`src/rtl/brg_pkg.sv`:
```
// Package for the bearing angle block: shared types and fixed constants.
// No dependencies; every other file of the block imports it.
package brg_pkg;

   // CORDIC working width: |d| is placed with its top bit at bit 48 and grows by the CORDIC gain.
   localparam int DATA_W   = 52;
   localparam int PRESHIFT = 48;
   localparam int ANG_W    = 32;
   localparam int BEAR_W   = 16;
   localparam int OUT_SHIFT = 15;
   localparam int TAB_LEN  = 32;

   localparam logic signed [ANG_W-1:0] ANG_90  = 32'sd377487360;
   localparam logic signed [ANG_W-1:0] ANG_180 = 32'sd754974720;
   localparam logic signed [ANG_W-1:0] ANG_360 = 32'sd1509949440;

   localparam logic [BEAR_W-1:0] BEAR_90  = 16'd11520;
   localparam logic [BEAR_W-1:0] BEAR_180 = 16'd23040;
   localparam logic [BEAR_W-1:0] BEAR_270 = 16'd34560;
   localparam logic [BEAR_W-1:0] BEAR_360 = 16'd46080;

   // atan(2^-i) in units of 2^-22 degree.
   localparam logic signed [ANG_W-1:0] ATAN_TAB [TAB_LEN] = '{
      32'sd188743680, 32'sd111421900, 32'sd58872272, 32'sd29884485,
      32'sd15000234,  32'sd7507429,   32'sd3754631,  32'sd1877430,
      32'sd938729,    32'sd469366,    32'sd234683,   32'sd117342,
      32'sd58671,     32'sd29335,     32'sd14668,    32'sd7334,
      32'sd3667,      32'sd1833,      32'sd917,      32'sd458,
      32'sd229,       32'sd115,       32'sd57,       32'sd29,
      32'sd14,        32'sd7,         32'sd4,        32'sd2,
      32'sd1,         32'sd0,         32'sd0,        32'sd0
   };

   typedef struct packed {
      logic dx_zero;
      logic dx_neg;
      logic dy_zero;
      logic dy_pos;
   } brg_meta_type;

endpackage

```
`src/rtl/brg_cell.sv`:
```
// One CORDIC vectoring iteration with its pipeline register.
// Depends on brg_pkg for widths, the arctangent table and the flag struct.
module brg_cell #(
   parameter int IDX = 0
) (
   input  logic                                 clock,
   input  logic                                 reset,
   input  logic                                 en,
   input  logic                                 up_valid,
   input  logic signed [brg_pkg::DATA_W-1:0]    up_x,
   input  logic signed [brg_pkg::DATA_W-1:0]    up_y,
   input  logic signed [brg_pkg::ANG_W-1:0]     up_z,
   input  brg_pkg::brg_meta_type                up_meta,
   output logic                                 dn_valid,
   output logic signed [brg_pkg::DATA_W-1:0]    dn_x,
   output logic signed [brg_pkg::DATA_W-1:0]    dn_y,
   output logic signed [brg_pkg::ANG_W-1:0]     dn_z,
   output brg_pkg::brg_meta_type                dn_meta
);
   import brg_pkg::*;

   logic signed [DATA_W-1:0] xs;
   logic signed [DATA_W-1:0] ys;
   logic signed [DATA_W-1:0] x_in, x_ff;
   logic signed [DATA_W-1:0] y_in, y_ff;
   logic signed [ANG_W-1:0]  z_in, z_ff;
   brg_meta_type             meta_ff;
   logic                     valid_ff;

   always_comb begin
      xs = up_x >>> IDX;
      ys = up_y >>> IDX;
      if (!up_y[DATA_W-1]) begin
         x_in = up_x + ys;
         y_in = up_y - xs;
         z_in = up_z + ATAN_TAB[IDX];
      end else begin
         x_in = up_x - ys;
         y_in = up_y + xs;
         z_in = up_z - ATAN_TAB[IDX];
      end
   end

   always_ff @(posedge clock) begin
      if (reset) begin
         valid_ff <= 1'b0;
      end else if (en) begin
         valid_ff <= up_valid;
      end
   end

   always_ff @(posedge clock) begin
      if (en) begin
         x_ff    <= x_in;
         y_ff    <= y_in;
         z_ff    <= z_in;
         meta_ff <= up_meta;
      end
   end

   assign dn_valid = valid_ff;
   assign dn_x     = x_ff;
   assign dn_y     = y_ff;
   assign dn_z     = z_ff;
   assign dn_meta  = meta_ff;

endmodule

```
`config.mk`:
```
export PLATFORM = sky130hd
export DESIGN_NAME = brg_cell
export DESIGN_NICKNAME = d
export VERILOG_FILES = /design/src/rtl/brg_pkg.sv /design/src/rtl/brg_cell.sv
export SDC_FILE = /design/constraint.sdc
export NUM_CORES = 1
export LEC_CHECK = 0
export ABC_CLOCK_PERIOD_IN_PS = 8690
export BUFFER_PORTS_ARGS = -buffer_cell sky130_fd_sc_hd__clkbuf_2
export CAP_MARGIN = 20
export CORE_MARGIN = 2
export CORE_UTILIZATION = 60
export DETAILED_ROUTE_END_ITERATION = 8
export PLACE_DENSITY_LB_ADDON = 0.3
export SLEW_MARGIN = 20
export SYNTH_ARGS = -nofsm -noshare
export SYNTH_HDL_FRONTEND = slang
export SYNTH_SLANG_ARGS = --single-unit
export TNS_END_PERCENT = 10
```
`constraint.sdc`:
```
create_clock -name clock -period 8.69 [get_ports clock]
set_input_delay 2.1725 -clock clock [delete_from_list [all_inputs] [get_ports clock]]
set_output_delay 2.1725 -clock clock [all_outputs]
set_load 0.005 [all_outputs]
```
==> flow_metrics.py <==
metrics = {
    "outcome": {
        "outcome": "completed",
    },
    "sta": {
        "slew_violations": 0,
        "fin_ws_ns": 3.31,
        "setup_viol": 0,
        "fin_worst_skew_ns": 0,
        "min_period_ns": 5.38,
        "holdWs_ns": 0.514,
        "fin_crit_sh_pct": 61.9,
        "max_slew.worst_pin.slew_ns": 1.05,
        "max_freq_ghz": 0.186,
        "maxSlewHeadroom_pct": 30.1,
        "setup_tns_ns": 0,
        "hold_violations": 0,
        "rsz0062_at_grt": "no",
    },
    "cts": {
        "clock-sinks": 140,
        "clock_latency_ns": 0.43,
        "postCtsSetupRepairBufs": 0,
        "holdBufCountCts": 0,
        "clock_path_buffers": 2,
        "clk_pin_slew_ns": 0.07,
        "cts_max_level": 4,
        "cts_resized": 0,
        "numCtsBuffers": 17,
        "cts_tree": "yes",
        "root_buffer": "clkbuf_16",
    },
    "route": {
        "drt-total-wl_mm": 49.8,
        "drtIter0Drc": 1772,
        "wl_per_cell_um": 22.1,
        "drc": 0,
        "vias": 14500,
        "viasPerCell": 6.45,
        "dr.pass1.iters": 6,
        "ant_nets": 0,
    },
    "power_and_ir_drop": {
        "leakage_nw": 7.26,
        "cellPowerDensity_nw_per_um2": 159,
        "peakVddDrop_mv": 0.114,
        "p_total_mw": 2.62,
    },
    "global_routing": {
        "use_met1_pct": 50.0,
        "grt_max_degree": 90,
        "antenna_found_initial": 0,
        "grt_pass1_wl_mm": 76.7,
        "use_met3_pct": 6.64,
        "grt_pass1_vias": 14200,
        "grt-busiest-layer": "met2",
        "grt_usage_pct": 38.1,
        "use_met2_pct": 61.4,
        "overflow": 0,
    },
    "floorplan": {
        "dieArea_um2": 25300,
        "die_w_um": 159,
        "die_h_um": 159,
        "ios": 285,
        "coreArea_um2": 23500,
        "rows": 56,
        "start_util_pct": 61.2,
    },
    "synthesis": {
        "ys_ff_latch": 140,
        "avgSynthCellArea_um2": 8.52,
        "synth_cell_types": 100,
        "ys_warn_count": 0,
        "async_flop_share_pct": 0,
        "yosys_most_used_dff": "edfxtp_1",
        "yosysSeqAreaShare_pct": 29.1,
        "synthCells": 1692,
        "synth_edf_count": 139,
        "syn_nets": 2001,
        "netlist_area_um2": 14400,
    },
    "critical_path": {
        "r2r_end": "dn_valid$_SDFFE_PP0P_",
        "critPathBufInv": 2,
        "crit_path_cell_trace": "clkbuf_2, inv_1, ha_1, a221oi_1, o21ai_0, nor3b_2, a31oi_2, a211oi_4, o21a_1, mux2i_1, xnor2_1",
        "end_kind": "register",
        "worst_r2r_startpoint": "dn_valid$_SDFFE_PP0P_",
        "cp_max_fo": 14,
        "start_kind": "input pin",
        "crit_cells": 11,
        "cp.arrival_ns": 5.52,
        "worstSetupPathType": "input pin to register",
        "critPathRequiredTime_ns": 8.83,
        "crit_slowest_cell": "ha_1",
        "reg2reg_slack_ns": 8.09,
        "ff2ff_path_depth": 2,
        "path_delay_family": "compound AO/OA/AOI/OAI gates",
        "slowest_delay_ns": 0.55,
    },
    "final_layout": {
        "final_common_cell": "clkbuf_2",
        "fin_util_pct": 69.9,
        "areaGrowthSynthToFinish_pct": 14.2,
        "layout-drive-gt1-share_pct": 19.1,
        "mostFrequentLayoutCells": "282 x clkbuf_2, 223 x a21oi_1, 167 x inv_1, 161 x ha_1, 139 x edfxtp_1",
        "fin_nets": 2230,
        "nFillCells": 1918,
        "diodes": 0,
    },
    "placed_design": {
        "gp_congestion": 0.975,
        "post-place-ws_ns": 3.05,
        "hpwl_mm": 39.2,
        "numPortBuffers": 284,
    },
    "worst_hold_path": {
        "min_to": "dn_valid$_SDFFE_PP0P_",
        "min_from": "dn_valid$_SDFFE_PP0P_",
        "min_path_type": "register to register",
        "min_path_cells": 2,
    },
    "run": {
        "drv_cap": 0,
    },
}
-- synthesized netlist by cell type (all sizes together), types with 31 or more instances --
cell type / n / area, µm²
a21oi: 224 / 1130
inv: 169 / 634
ha: 161 / 2010
edfxtp: 139 / 4170
o21ai: 126 / 638
nor2: 117 / 439
nand2: 93 / 349
xnor2: 92 / 806
o21bai: 49 / 368
clkbuf: 44 / 165
buf: 33 / 188
a21o: 31 / 233
-- per-layer routing --
| layer | wire length (µm) | part of all wire [%] | vias to the layer above |
|---|---|---|---|
| met1 | 19700 | 40 | 6725 |
| met2 | 22400 | 45 | 1011 |
| met4 | 2610 | 5.2 | 0 |
| met5 | 0 | 0 | - |
| met3 | 5090 | 10 | 197 |
| li1 | - | - | 6609 |
-- flip-flops by register name (all words and copies together), names as in the netlist --
signal    cells
dn_x         52
dn_y         51
dn_z         32
dn_meta       4
dn_valid      1
-- metrics by stage --
step           std cells  cell area [µm²]
4_1_cts             2253            16500
6_report            2253            16500
5_1_grt             2253            16500
2_1_floorplan       1692            14400
3_3_place_gp        2221            15900
3_5_place_dp        2221            15900
-- logic make-up (layout without fill, tap and decap cells) --
group	Yosys count	in the layout	synth area share, %
buffers and inverters	253	495	7.03
adder cells (fa/ha/maj)	165	165	14.5
XOR/XNOR	101	101	6.14
AO/OA/AOI/OAI	612	612	27.8
flip-flops	140	140	29.1
multiplexers	22	22	1.55
AND/OR/NAND/NOR	399	399	13.9
-- final cells by class --
type	count	area, µm²	area share, %
multi-input cells	1299	9200	55.9
well taps	319	399	2.42
inverters	176	661	4.01
clock buffers	17	425	2.58
clock inverters	15	126	0.768
flip-flops and latches	140	4190	25.5
repair buffers	287	1450	8.83
-- how the worst max path moves through the flow --
stage | startpoint | endpoint | slack, ns
after global placement | up_x[9] | dn_x[51]$_DFFE_PP_ | 3.09
after CTS | up_y[0] | dn_y[42]$_DFFE_PP_ | 3.48
after detailed placement | up_y[0] | dn_y[42]$_DFFE_PP_ | 3.05
after floorplan | up_y[0] | dn_y[40]$_DFFE_PP_ | 3.86
final | up_x[12] | dn_y[34]$_DFFE_PP_ | 3.31
after global routing | up_x[12] | dn_y[34]$_DFFE_PP_ | 3.26
-- worst reg2reg max path: stages (launching register included) --
cell and delay [ns]:
dfxtp_1 0.31, mux2i_1 0.13, nor2_1 0.06
-- power by group --
part           switching, mW  internal, mW  leakage [nW]
sequential            0.0336         0.882          1.37
clock                  0.343         0.375         0.263
combinational          0.625         0.366          5.63
(Power assumes the default switching activity.)
