`src/rtl/brg_pkg.sv`:
```
// Package for the bearing angle block: shared types and fixed constants.
// No dependencies; every other file of the block imports it.
package brg_pkg;

   // CORDIC working width: |d| is placed with its top bit at bit 48 and grows by the CORDIC gain.
   localparam int DATA_W   = 52;
   localparam int PRESHIFT = 48;
   localparam int ANG_W    = 32;
   localparam int BEAR_W   = 16;
   localparam int OUT_SHIFT = 15;
   localparam int TAB_LEN  = 32;

   localparam logic signed [ANG_W-1:0] ANG_90  = 32'sd377487360;
   localparam logic signed [ANG_W-1:0] ANG_180 = 32'sd754974720;
   localparam logic signed [ANG_W-1:0] ANG_360 = 32'sd1509949440;

   localparam logic [BEAR_W-1:0] BEAR_90  = 16'd11520;
   localparam logic [BEAR_W-1:0] BEAR_180 = 16'd23040;
   localparam logic [BEAR_W-1:0] BEAR_270 = 16'd34560;
   localparam logic [BEAR_W-1:0] BEAR_360 = 16'd46080;

   // atan(2^-i) in units of 2^-22 degree.
   localparam logic signed [ANG_W-1:0] ATAN_TAB [TAB_LEN] = '{
      32'sd188743680, 32'sd111421900, 32'sd58872272, 32'sd29884485,
      32'sd15000234,  32'sd7507429,   32'sd3754631,  32'sd1877430,
      32'sd938729,    32'sd469366,    32'sd234683,   32'sd117342,
      32'sd58671,     32'sd29335,     32'sd14668,    32'sd7334,
      32'sd3667,      32'sd1833,      32'sd917,      32'sd458,
      32'sd229,       32'sd115,       32'sd57,       32'sd29,
      32'sd14,        32'sd7,         32'sd4,        32'sd2,
      32'sd1,         32'sd0,         32'sd0,        32'sd0
   };

   typedef struct packed {
      logic dx_zero;
      logic dx_neg;
      logic dy_zero;
      logic dy_pos;
   } brg_meta_type;

endpackage

```
`src/rtl/brg_front.sv`:
```
// Input stage: forms the point differences, their magnitudes and quadrant flags.
// Depends on brg_pkg.
module brg_front #(
   parameter int COORD_WIDTH = 16
) (
   input  logic                                 clock,
   input  logic                                 reset,
   input  logic                                 en,
   input  logic                                 up_valid,
   input  logic signed [COORD_WIDTH-1:0]        from_x,
   input  logic signed [COORD_WIDTH-1:0]        from_y,
   input  logic signed [COORD_WIDTH-1:0]        to_x,
   input  logic signed [COORD_WIDTH-1:0]        to_y,
   output logic                                 dn_valid,
   output logic signed [brg_pkg::DATA_W-1:0]    dn_x,
   output logic signed [brg_pkg::DATA_W-1:0]    dn_y,
   output brg_pkg::brg_meta_type                dn_meta
);
   import brg_pkg::*;

   logic signed [COORD_WIDTH:0] dx;
   logic signed [COORD_WIDTH:0] dy;
   logic        [COORD_WIDTH:0] ax;
   logic        [COORD_WIDTH:0] ay;
   logic signed [DATA_W-1:0]    x_in, x_ff;
   logic signed [DATA_W-1:0]    y_in, y_ff;
   brg_meta_type                meta_in, meta_ff;
   logic                        valid_ff;

   always_comb begin
      dx = {to_x[COORD_WIDTH-1], to_x} - {from_x[COORD_WIDTH-1], from_x};
      dy = {to_y[COORD_WIDTH-1], to_y} - {from_y[COORD_WIDTH-1], from_y};
      ax = dx[COORD_WIDTH] ? -dx : dx;
      ay = dy[COORD_WIDTH] ? -dy : dy;
      x_in = {{(DATA_W-PRESHIFT-1){1'b0}}, ax, {(PRESHIFT-COORD_WIDTH){1'b0}}};
      y_in = {{(DATA_W-PRESHIFT-1){1'b0}}, ay, {(PRESHIFT-COORD_WIDTH){1'b0}}};
      meta_in.dx_zero = (dx == '0);
      meta_in.dx_neg  = dx[COORD_WIDTH];
      meta_in.dy_zero = (dy == '0);
      meta_in.dy_pos  = !dy[COORD_WIDTH] && (dy != '0);
   end

   always_ff @(posedge clock) begin
      if (reset) begin
         valid_ff <= 1'b0;
      end else if (en) begin
         valid_ff <= up_valid;
      end
   end

   always_ff @(posedge clock) begin
      if (en) begin
         x_ff    <= x_in;
         y_ff    <= y_in;
         meta_ff <= meta_in;
      end
   end

   assign dn_valid = valid_ff;
   assign dn_x     = x_ff;
   assign dn_y     = y_ff;
   assign dn_meta  = meta_ff;

endmodule

```
`config.mk`:
```
export PLATFORM = sky130hd
export DESIGN_NAME = brg_front
export DESIGN_NICKNAME = d
export VERILOG_FILES = /design/src/rtl/brg_pkg.sv /design/src/rtl/brg_front.sv
export SDC_FILE = /design/constraint.sdc
export NUM_CORES = 1
export LEC_CHECK = 0
export BUFFER_PORTS_ARGS = -buffer_cell sky130_fd_sc_hd__buf_2
export CAP_MARGIN = 20
export CORE_MARGIN = 2
export CORE_UTILIZATION = 49
export CTS_BUF_LIST = sky130_fd_sc_hd__clkbuf_8
export DETAILED_ROUTE_END_ITERATION = 8
export PLACE_DENSITY = 0.8
export REMOVE_ABC_BUFFERS = 1
export SLEW_MARGIN = 20
export SYNTH_ARGS = -nofsm -noshare
export SYNTH_HDL_FRONTEND = slang
export SYNTH_SLANG_ARGS = --single-unit
```
`constraint.sdc`:
```
create_clock -name clock -period 3.9 [get_ports clock]
set_clock_uncertainty 0.1 [all_clocks]
set_input_delay 0 -clock clock [delete_from_list [all_inputs] [get_ports clock]]
set_output_delay 0 -clock clock [all_outputs]
set_load 0.005 [all_outputs]
```
==> impl_metrics.py <==
metrics = {
    "outcome": {
        "status": "complete, no violations",
    },
    "sta": {
        "hold_viol": 0,
        "worst_slack_ps": 952.9,
        "setup_viol": 0,
        "setup-tns-final_ps": 0,
        "fin_crit_sh": 0.7557,
        "max_slew_margin": 0.3989,
        "tightest_slew_ps": 901.7,
        "rsz0062_at_grt": "false",
        "fin_crit_ps": 2947,
        "max_freq_mhz": 339.3,
        "final_max_slew_viol_count": 0,
    },
    "layout": {
        "nNetsFinal": 699,
        "drive_above_1_share": 0.2378,
        "diodes": 0,
        "area_growth_pct": 11.37,
        "fill_cells": 773,
    },
    "worst_setup_path": {
        "r2r_end": "dn_valid$_SDFFE_PP0P_",
        "cp.required_ps": 3860,
        "cpMaxStageDelayCell": "a311oi_1",
        "critPathCapture": "dn_y[48]$_SDFFCE_PP0P_",
        "worstSetupPathType": "in -> reg",
        "r2r_cells": 3,
        "cp.arrival_ps": 2910,
        "critPathCaptureType": "flip-flop",
        "timing.critical_path.cells": "buf_2 > inv_1 > ha_1 > fa_1 > nor2b_1 > o21ai_0 > a311oi_1 > and3_1 > nand3_1 > nor3_4 > nand3_2 > or3_1 > ha_1 > nor2_1",
        "worstPathMaxFanout": 4,
        "regToRegStartpoint": "dn_valid$_SDFFE_PP0P_",
        "worst-r2r-setup-slack_ps": 2650,
        "startpoint": "to_y[0]",
        "critPathMostFrequentCell": "ha_1",
        "cp-start-kind": "input port",
        "cp_slowest_stage_delay_ps": 450,
    },
    "synth": {
        "yosysUniqueCellTypes": 75,
        "synth_seq_cells": 39,
        "ys_async_sr_fraction": 0,
        "synth_most_common_cell": "buf_4",
        "synthFlopType": "edfxtp_1",
        "synth_area_leaders": "edfxtp_1 26%, buf_4 12%, ha_1 11%",
        "synth_common_cells": "70 x buf_4, 54 x inv_1, 38 x edfxtp_1",
        "synth_edf_count": 38,
        "synth.avg_cell_area_um2": 9.001,
        "synth_top_cell_area_share": 0.2619,
        "synth_cells": 484,
        "synth_area_leader_cell": "edfxtp_1",
        "yosysSeqAreaShare": 0.2665,
        "yosysWarnings": 0,
        "syn_area_mm2": 0.004357,
    },
    "routing": {
        "drt-total-wl_mm": 9.041,
        "firstDrtPassIters": 4,
        "post_drt_wl_per_cell_um": 12.90,
        "drc": 0,
        "ant_nets": 0,
        "num_vias": 3648,
        "avgViaCountPerCell": 5.204,
        "drt_iter0_drc": 120,
    },
    "clock_network": {
        "clock-root-buffer": "clkbuf_8",
        "cts_num_sinks": 39,
        "path_clk_slew_ps": 90,
        "cts_buffer_depth": 2,
        "numCtsBuffers": 5,
        "clock_latency_ps": 280,
        "cts_tree": "yes",
        "ctsResizeCount": 0,
        "h-tree-depth": 2,
        "postCtsSetupBuffers": 0,
    },
    "floorplan": {
        "start_util": 0.5020,
        "fp.dieH_um": 98.30,
        "die_x_um": 98.30,
        "core_mm2": 0.008678,
        "die_area_mm2": 0.009662,
        "ios": 177,
        "rows": 34,
    },
    "power": {
        "p_per_area_mw_per_mm2": 340.1,
        "p_sw_mw": 0.5763,
        "leakagePower_nw": 2.320,
        "swShare": 0.3492,
        "seq_power_share": 0.363,
        "power_frac_comb": 0.425,
        "clockPowerShare": 0.212,
        "irDropWorstVdd_mv": 0.1705,
        "internal-power_mw": 1.074,
    },
    "global_routing": {
        "grt_pass1_vias": 3431,
        "antenna_found_initial": 0,
        "grt.total_usage": 0.1806,
        "grt_max_degree": 40,
        "grt_pass1_wl_mm": 14.75,
        "grt_overflow": 0,
    },
    "place": {
        "place_ws_ps": 648.4,
        "port_buffers": 106,
        "gp_congestion": 0.8972,
        "dp_hpwl_mm": 7.400,
    },
    "min_path": {
        "hold_path.class": "in -> reg",
    },
    "flow_run": {
        "cap_violations": 0,
    },
}
-- metrics by stage --
stage	instances	hold slack, ps	util	total power, mW	cell area (um^2)
2_1_floorplan	474	-27.62	-	1.073	4028
3_3_place_gp	691	57.15	0.5434	1.276	4716
3_5_place_dp	691	72.24	0.5434	1.304	4716
4_1_cts	701	60.34	0.5591	1.658	4852
5_1_grt	701	98.06	0.5591	1.761	4852
6_report	701	65.68	0.5591	1.650	4852
-- area by class of cell --
type | count | area [um^2] | area share
Multi-Input combinational cell | 381 | 2664 | 0.5490
Sequential cell | 39 | 1161 | 0.2393
Timing Repair Buffer | 111 | 573.1 | 0.1181
Inverter | 54 | 202.7 | 0.04177
Tap cell | 108 | 135.1 | 0.02785
Clock buffer | 5 | 68.82 | 0.01418
Clock inverter | 3 | 47.55 | 0.009799
-- per-layer routing --
layer	global-route usage	routed length (um)	up-vias
li1	-	-	1788
met1	0.2156	3719	1670
met2	0.3271	4457	170
met3	0.03579	675	20
met4	0.05374	189	0
met5	0	0	-
-- repair_timing --
action	4_1_cts	5_1_grt
hold buffers	2	0
endpoints found under the setup margin	0	0
hold endpoints to repair	1	0
-- state kept, by name (all words and copies together) (netlist names) --
| register | cells |
|---|---|
| dn_meta | 4 |
| dn_valid | 1 |
| dn_x | 17 |
| dn_y | 17 |
-- worst min-delay path by stage --
stage	slack (ps)	startpoint	endpoint	cells past startpoint
5_1_grt	100	from_y[0]	dn_y[32]$_DFFE_PP_	3
2_1_floorplan	-30	reset	dn_valid$_SDFFE_PP0P_	1
6_report	70	from_y[0]	dn_y[32]$_DFFE_PP_	3
4_1_cts	60	from_y[0]	dn_y[32]$_DFFE_PP_	3
3_3_place_gp	60	reset	dn_valid$_SDFFE_PP0P_	2
3_5_place_dp	70	reset	dn_valid$_SDFFE_PP0P_	2
-- worst max-delay path: cells and delay by family --
family | cells | cell delay [ps]
and+or+nand+nor | 7 | 1310
buffers and inverters | 2 | 120
AOI/OAI and AO/OA | 2 | 580
adders and majority gates | 3 | 910
-- power by group through the flow --
stage          combinational (mW)  sequential, mW  clock [mW]
2_1_floorplan               0.457           0.616           0
3_3_place_gp                0.668           0.608           0
4_1_cts                     0.700           0.601       0.357
5_1_grt                     0.776           0.606       0.379
3_5_place_dp                0.694           0.610           0
6_report                    0.701           0.600       0.349
-- cell usage in the layout (no fill, tap or decap), types with 3 or more instances in the layout --
cell       synthesis  routed
o21a_1             6       6
o2111a_1           3       3
nand2b_1           6       6
or2_2              5       5
nand3_1            5       5
o21ai_0           19      19
buf_4             70       3
buf_2              3     106
a311oi_1           3       3
xor2_1            11      11
a21o_1             6       6
inv_1             54      54
conb_1             1      70
nor3b_1            3       3
a211oi_1           6       6
nor2b_1            5       5
ha_1              37      37
nor2_1            29      29
a21oi_1           13      13
o2111ai_1          3       3
a31oi_1           12      12
nor3_1             8       8
and3_1             6       6
o22ai_1            4       4
edfxtp_1          38      38
clkbuf_8           0       5
xnor2_1           33      33
o31ai_1            5       5
a21oi_2            4       4
o211ai_1           3       3
and2_1             5       5
nand2_1           20      20
-- cells by family (layout without fill, tap and decap cells) --
family,count (synthesis),after routing,share of synthesized area
AO/OA/AOI/OAI,111,111,0.1916
XOR/XNOR,45,45,0.09219
other,1,70,0.0008607
adder cells (fa/ha/maj),39,39,0.1155
multiplexers,2,2,0.004595
AND/OR/NAND/NOR,114,114,0.1473
flip-flops,39,39,0.2665
buffers and inverters,133,173,0.1815
Power figures use the tool's default switching activity.
