$ cat src/rtl/brg_pkg.sv
// Package for the bearing angle block: shared types and fixed constants.
// No dependencies; every other file of the block imports it.
package brg_pkg;

   // CORDIC working width: |d| is placed with its top bit at bit 48 and grows by the CORDIC gain.
   localparam int DATA_W   = 52;
   localparam int PRESHIFT = 48;
   localparam int ANG_W    = 32;
   localparam int BEAR_W   = 16;
   localparam int OUT_SHIFT = 15;
   localparam int TAB_LEN  = 32;

   localparam logic signed [ANG_W-1:0] ANG_90  = 32'sd377487360;
   localparam logic signed [ANG_W-1:0] ANG_180 = 32'sd754974720;
   localparam logic signed [ANG_W-1:0] ANG_360 = 32'sd1509949440;

   localparam logic [BEAR_W-1:0] BEAR_90  = 16'd11520;
   localparam logic [BEAR_W-1:0] BEAR_180 = 16'd23040;
   localparam logic [BEAR_W-1:0] BEAR_270 = 16'd34560;
   localparam logic [BEAR_W-1:0] BEAR_360 = 16'd46080;

   // atan(2^-i) in units of 2^-22 degree.
   localparam logic signed [ANG_W-1:0] ATAN_TAB [TAB_LEN] = '{
      32'sd188743680, 32'sd111421900, 32'sd58872272, 32'sd29884485,
      32'sd15000234,  32'sd7507429,   32'sd3754631,  32'sd1877430,
      32'sd938729,    32'sd469366,    32'sd234683,   32'sd117342,
      32'sd58671,     32'sd29335,     32'sd14668,    32'sd7334,
      32'sd3667,      32'sd1833,      32'sd917,      32'sd458,
      32'sd229,       32'sd115,       32'sd57,       32'sd29,
      32'sd14,        32'sd7,         32'sd4,        32'sd2,
      32'sd1,         32'sd0,         32'sd0,        32'sd0
   };

   typedef struct packed {
      logic dx_zero;
      logic dx_neg;
      logic dy_zero;
      logic dy_pos;
   } brg_meta_type;

endpackage

$ cat src/rtl/brg_back.sv
// Output stage: clamps the CORDIC angle, folds it into its quadrant, rounds it
// to 1/128 degree and holds the result beat. Depends on brg_pkg.
module brg_back (
   input  logic                                 clock,
   input  logic                                 reset,
   input  logic                                 en,
   input  logic                                 up_valid,
   input  logic signed [brg_pkg::ANG_W-1:0]     up_z,
   input  brg_pkg::brg_meta_type                up_meta,
   output logic                                 rsp_valid,
   output logic [brg_pkg::BEAR_W-1:0]           rsp_bearing
);
   import brg_pkg::*;

   logic signed [ANG_W-1:0]  t;
   logic        [ANG_W-1:0]  fine;
   logic        [ANG_W:0]    rounded;
   logic        [BEAR_W-1:0] bearing_in, bearing_ff;
   logic                     valid_ff;

   always_comb begin
      if (up_meta.dy_zero || up_z[ANG_W-1]) begin
         t = '0;
      end else if (up_z > ANG_90) begin
         t = ANG_90;
      end else begin
         t = up_z;
      end
      if (!up_meta.dx_neg) begin
         fine = up_meta.dy_pos ? t : ANG_360 - t;
      end else begin
         fine = up_meta.dy_pos ? ANG_180 - t : ANG_180 + t;
      end
      rounded = ({1'b0, fine} + (ANG_W+1)'(1 << (OUT_SHIFT-1))) >> OUT_SHIFT;
      if (up_meta.dx_zero) begin
         bearing_in = up_meta.dy_pos ? BEAR_90 : BEAR_270;
      end else if (rounded > (ANG_W+1)'(BEAR_360)) begin
         bearing_in = BEAR_360;
      end else begin
         bearing_in = rounded[BEAR_W-1:0];
      end
   end

   always_ff @(posedge clock) begin
      if (reset) begin
         valid_ff <= 1'b0;
      end else if (en) begin
         valid_ff <= up_valid;
      end
   end

   always_ff @(posedge clock) begin
      if (en) begin
         bearing_ff <= bearing_in;
      end
   end

   assign rsp_valid   = valid_ff;
   assign rsp_bearing = bearing_ff;

   a_bearing_range: assert property (@(posedge clock) disable iff (reset)
      valid_ff |-> bearing_ff <= BEAR_360)
      else $error("bearing beyond a full turn");

   a_vertical: assert property (@(posedge clock) disable iff (reset)
      en && up_valid && up_meta.dx_zero |=>
         bearing_ff == BEAR_90 || bearing_ff == BEAR_270)
      else $error("vertical case not folded to 90 or 270 degrees");

   a_horizontal: assert property (@(posedge clock) disable iff (reset)
      en && up_valid && up_meta.dy_zero && !up_meta.dx_zero |=>
         bearing_ff == BEAR_360 || bearing_ff == BEAR_180)
      else $error("horizontal case not folded to 180 or 360 degrees");

endmodule

$ cat config.mk
export PLATFORM = sky130hd
export DESIGN_NAME = brg_back
export DESIGN_NICKNAME = d
export VERILOG_FILES = /design/src/rtl/brg_pkg.sv /design/src/rtl/brg_back.sv
export SDC_FILE = /design/constraint.sdc
export NUM_CORES = 1
export LEC_CHECK = 0
export BUFFER_PORTS_ARGS = -buffer_cell sky130_fd_sc_hd__buf_2
export CAP_MARGIN = 25
export CORE_ASPECT_RATIO = 1.5
export CORE_MARGIN = 2
export CORE_UTILIZATION = 51
export DETAILED_ROUTE_END_ITERATION = 8
export PLACE_DENSITY = 0.85
export SLEW_MARGIN = 40
export SYNTH_ARGS = -nofsm -noshare
export SYNTH_HDL_FRONTEND = slang
export SYNTH_SLANG_ARGS = --single-unit
$ cat constraint.sdc
create_clock -name clock -period 3.6 [get_ports clock]
set_input_delay 0.54 -clock clock [delete_from_list [all_inputs] [get_ports clock]]
set_output_delay 0.54 -clock clock [all_outputs]
set_load 0.02 [all_outputs]
==> summary.md <==
The flow ran to the end, but the final reports show violations. The final reports fail on setup timing. Summed over all nets, the switching power comes to 321 uW.

In the final design database the tool counted 533 nets. The largest voltage drop on the vdd net is 0.0927 mV, and the maximum clock rate is 0.264 GHz. The tools report the beginning of the worst hold path as reset. Along the worst hold path, the cell count comes to 2. In this run the critical register-to-register path is launched from rsp_valid. The logs give 0 for the number of failing hold endpoints at the final stage and 0.00516 sq mm for the floorplan core area. The net switching share of the total power is 0.387. The sequential cell fraction of total power came out at 0.285. STA puts the critical path data arrival time at 3800 ps. The mapped netlist covers 0.00276 sq mm. The logs give 0 for the total number of yosys warnings and 0 for the count of final max-slew check failures.

TritonCTS built the clock tree. In this run the critical register-to-register path is captured at rsp_valid. Once detail routing completed, the nets flagged for antenna violations numbered 0. The longest clock path from root to sink contains 2 buffers.

The number of primary I/O pins is 57. The async set or reset register ratio after synthesis was 0; the height of the chip was 94.1 um. The tool flagged a number of max-cap violations equal to 0. For this design the ratio of total power to cell area is 199 mW/mm^2. The final period demand of the worst path was 3790 ps; the count of routing violations after the opening detailed-route iteration was 395. The clock-pin slew of the registers on the worst-case setup and hold paths works out to 60 ps. Counting every net in the synthesized netlist gives 388.

In the final routed layout, each cell accounts on average for 20.3 um. The clock share of power is 0.169. The sequential fraction of the synthesis area was 0.181; the number of input and output port buffers inserted was 56.

Worst hold slack: 439 ps. The path with the worst hold slack has its endpoint at rsp_valid. For the post-synthesis cell count, the log shows 344. Counting flops with a built-in enable in the synthesized netlist gives 16.

The die covers 0.00603 sq mm. The ratio of routed vias to standard cells was 6.73. The number of distinct library cell variants in the gate-level netlist after synthesis was 85; the pin count of the biggest net entering global routing was 20.

The placed wire-length estimate is 7200 um. The signed area change from the synthesized netlist to the final layout is 50.6%. The worst setup path is captured at a flop. The internal portion of the total power is 508 uW.

Clock root buffer master: sky130_fd_sc_hd__clkbuf_8. Number of diodes: 0. From left edge to right edge, the die measures 64.1 um. After clock tree synthesis, the flow added hold-fix buffers numbering 0. For the final database, setup skew stands at 0 ps. The type of the worst min-delay path is in2reg. The tightest slew margin relative to the limit came out at 0.527. The tools report the starting density of the core as 0.535. The logs give 14 for the final-report setup violation count and 3,242 for the via count of the first global-routing pass. The weighted congestion at the end of routability-driven global placement was 0.961. Synthesis inferred 17 register bits.

The slowest cell on the critical path was sky130_fd_sc_hd__o41ai_1. The signal on the critical path passes through buf_2 > a211o_4 > nor2_4 > nand3_1 > buf_4 > ha_1 > nand3b_1 > a211oi_1 > o41ai_1 > a221o_1 > nand4bb_4 > buf_4 > nor4_4 > o21ai_4 > o21ai_4 > or3b_1. Maximum level of the CTS H-tree: 1. The first global-routing pass estimated 14,600 um of wire. The mean area per synthesized cell was 8.03 sq um; the slew at the pin closest to its max-slew limit was 705 ps.

The remaining design rule violation count was 0; the total clock buffers created by CTS was 3. The tools report the count of TritonRoute iterations in the first routing pass as 8. In this run the worst path has a maximum fanout of 7. Critical setup path kind: in2reg.

The final layout contains routed wiring with a total length of 11,300 um. In the synthesized netlist the dominant register cell turns out to be sky130_fd_sc_hd__edfxtp_1. The logs give 1.73 nW for the standby leakage power and 3,741 for the via count. The kind of cell with the highest combined delay along the critical path is compound AO/OA/AOI/OAI gates. The post-route fraction of the period consumed by the critical path is 1.05, and the logic depth of the worst register-to-register path is 2. Required arrival time at the worst endpoint: 3600 ps. The number of antenna violations at the first check in global routing is 0, and the worst setup slack after layout is -193 ps. The tools report the count of standard-cell rows as 32. Setup repair after global routing could not meet its margin everywhere.

Setup total negative slack on the finished layout was measured at -1000 ps. The setup check on the worst reg-to-reg path leaves a slack of 3010 ps. Total buffers and inverters traversed by the critical path: 3. The portion of total power attributed to combinational logic was 0.546. The run gives 0.302 as the combined global-route utilization of all metal layers. The worst setup path is launched from a primary input. Fraction of final layout cells sized beyond drive strength 1: 0.475. For this run, the slowest stage of the critical path takes 470 ps.

The tools report the count of fill cells added during filler insertion as 287. The later pin in the worst-skew pair is clocked with a latency of 250 ps. The tree built by TritonCTS fans out to 17 sinks.

The run gives 0 as the total grt overflow.
metal layers:
| metal | track usage | part of all wire | up-vias |
|---|---|---|---|
| met5 | 0 | 0 | - |
| met4 | 0.191 | 0.093 | 0 |
| met3 | 0.0216 | 0.075 | 102 |
| met2 | 0.589 | 0.51 | 311 |
| met1 | 0.301 | 0.32 | 1720 |
| li1 | - | - | 1608 |
placed cells by master, fill, tap and decap left out, types with 4 or more instances in the layout:
cell type / netlist / layout
sky130_fd_sc_hd__and3_1: 8 / 6
sky130_fd_sc_hd__nand2b_1: 7 / 7
sky130_fd_sc_hd__o21ai_1: 7 / 5
sky130_fd_sc_hd__nand3b_1: 4 / 4
sky130_fd_sc_hd__a211o_1: 6 / 5
sky130_fd_sc_hd__nand2_1: 26 / 25
sky130_fd_sc_hd__o21ai_0: 11 / 10
sky130_fd_sc_hd__nand3_1: 8 / 8
sky130_fd_sc_hd__nor2_1: 33 / 30
sky130_fd_sc_hd__a211oi_1: 5 / 4
sky130_fd_sc_hd__xnor2_1: 9 / 9
sky130_fd_sc_hd__a21o_1: 4 / 4
sky130_fd_sc_hd__o211ai_1: 7 / 7
sky130_fd_sc_hd__xor2_1: 12 / 11
sky130_fd_sc_hd__buf_4: 2 / 105
sky130_fd_sc_hd__nor2b_1: 4 / 4
sky130_fd_sc_hd__mux2i_1: 5 / 4
sky130_fd_sc_hd__nand4_1: 5 / 5
sky130_fd_sc_hd__inv_1: 7 / 7
sky130_fd_sc_hd__nor3_1: 11 / 10
sky130_fd_sc_hd__buf_2: 5 / 56
sky130_fd_sc_hd__or3_1: 9 / 7
sky130_fd_sc_hd__a21oi_1: 29 / 25
sky130_fd_sc_hd__o21ai_4: 1 / 4
sky130_fd_sc_hd__nor4_4: 5 / 7
sky130_fd_sc_hd__and2_1: 4 / 4
sky130_fd_sc_hd__edfxtp_1: 16 / 16
cell usage after synthesis, drive strengths merged (5+ instances only):
| cell | number | area (sq um) |
|---|---|---|
| nand3 | 8 | 40.0 |
| nand2 | 27 | 104 |
| buf | 9 | 62.6 |
| a211o | 6 | 52.6 |
| o21ai | 20 | 115 |
| nor2 | 35 | 141 |
| and2 | 5 | 31.3 |
| nor4 | 9 | 144 |
| o211ai | 8 | 65.1 |
| nor3 | 13 | 75.1 |
| a21oi | 30 | 154 |
| mux2i | 5 | 50.1 |
| clkbuf | 14 | 52.6 |
| xnor2 | 10 | 95.1 |
| nand4 | 7 | 56.3 |
| inv | 7 | 26.3 |
| and3 | 9 | 61.3 |
| edfxtp | 16 | 480 |
| or3 | 10 | 67.6 |
| xor2 | 12 | 105 |
| a211oi | 7 | 62.6 |
| nand2b | 7 | 43.8 |
state kept, by name (all words and copies together), names as in the netlist:
name	count
rsp_bearing	16
rsp_valid	1
cells by family (layout without fill, tap and decap cells):
logic type,count (synthesis),count (layout),share of synthesized area
buffers and inverters,30,173,0.0512
AOI/OAI and AO/OA,110,111,0.296
muxes,5,5,0.0181
xor gates and xnor gates,22,22,0.0725
DFF,17,17,0.181
adders and majority gates,4,4,0.0181
and+or+nand+nor,156,156,0.363
stage by stage:
stage / area (sq um) / util / instances / worst slack (ps) / total power, mW
2_1_floorplan: 2820 / - / 344 / 1.62 / 0.460
3_3_place_gp: 3770 / 0.730 / 539 / -255 / 0.605
3_5_place_dp: 3770 / 0.730 / 539 / -372 / 0.619
4_1_cts: 3870 / 0.749 / 545 / 5.47 / 0.765
5_1_grt: 4160 / 0.805 / 556 / -218 / 0.864
6_report: 4160 / 0.805 / 556 / -193 / 0.828
worst reg2reg max path, stage by stage (launching register included):
cell                      delay (ps)
sky130_fd_sc_hd__dfxtp_1         310
sky130_fd_sc_hd__mux2i_1         120
sky130_fd_sc_hd__nor2_1           60
area by class of cell:
class / instances / area [sq um] / share of cell area
inverter: 7 / 26.3 / 0.00632
sequential: 17 / 500 / 0.120
timing repair buffer: 162 / 1080 / 0.260
tap: 68 / 85.1 / 0.0205
clock buffer: 4 / 45.0 / 0.0108
multi-input combinational: 298 / 2420 / 0.583
power groups by stage:
stage	clock network (mW)	registers [mW]	logic, mW
final	0.140	0.236	0.452
after detailed placement	0	0.240	0.379
after global placement	0	0.240	0.365
after CTS	0.141	0.236	0.387
after floorplan	0	0.262	0.198
after global routing	0.154	0.237	0.474
how the worst max path moves through the flow:
stage             start               to  slack (ps)  depth (start not counted)
6_report       up_z[27]  rsp_bearing[10]        -190                         16
3_3_place_gp   up_z[12]  rsp_bearing[10]        -250                         12
5_1_grt        up_z[28]  rsp_bearing[10]        -220                         14
2_1_floorplan  up_z[28]  rsp_bearing[10]           2                         14
3_5_place_dp   up_z[12]  rsp_bearing[10]        -370                         12
4_1_cts        up_z[27]  rsp_bearing[10]           5                         14
what timing repair did:
action,in CTS,in global routing
resized for setup,10,38
endpoints found under the setup margin,14,14
setup buffers,1,11
pin swaps,3,17
gates cloned,1,0
Power figures use the tool's default switching activity.
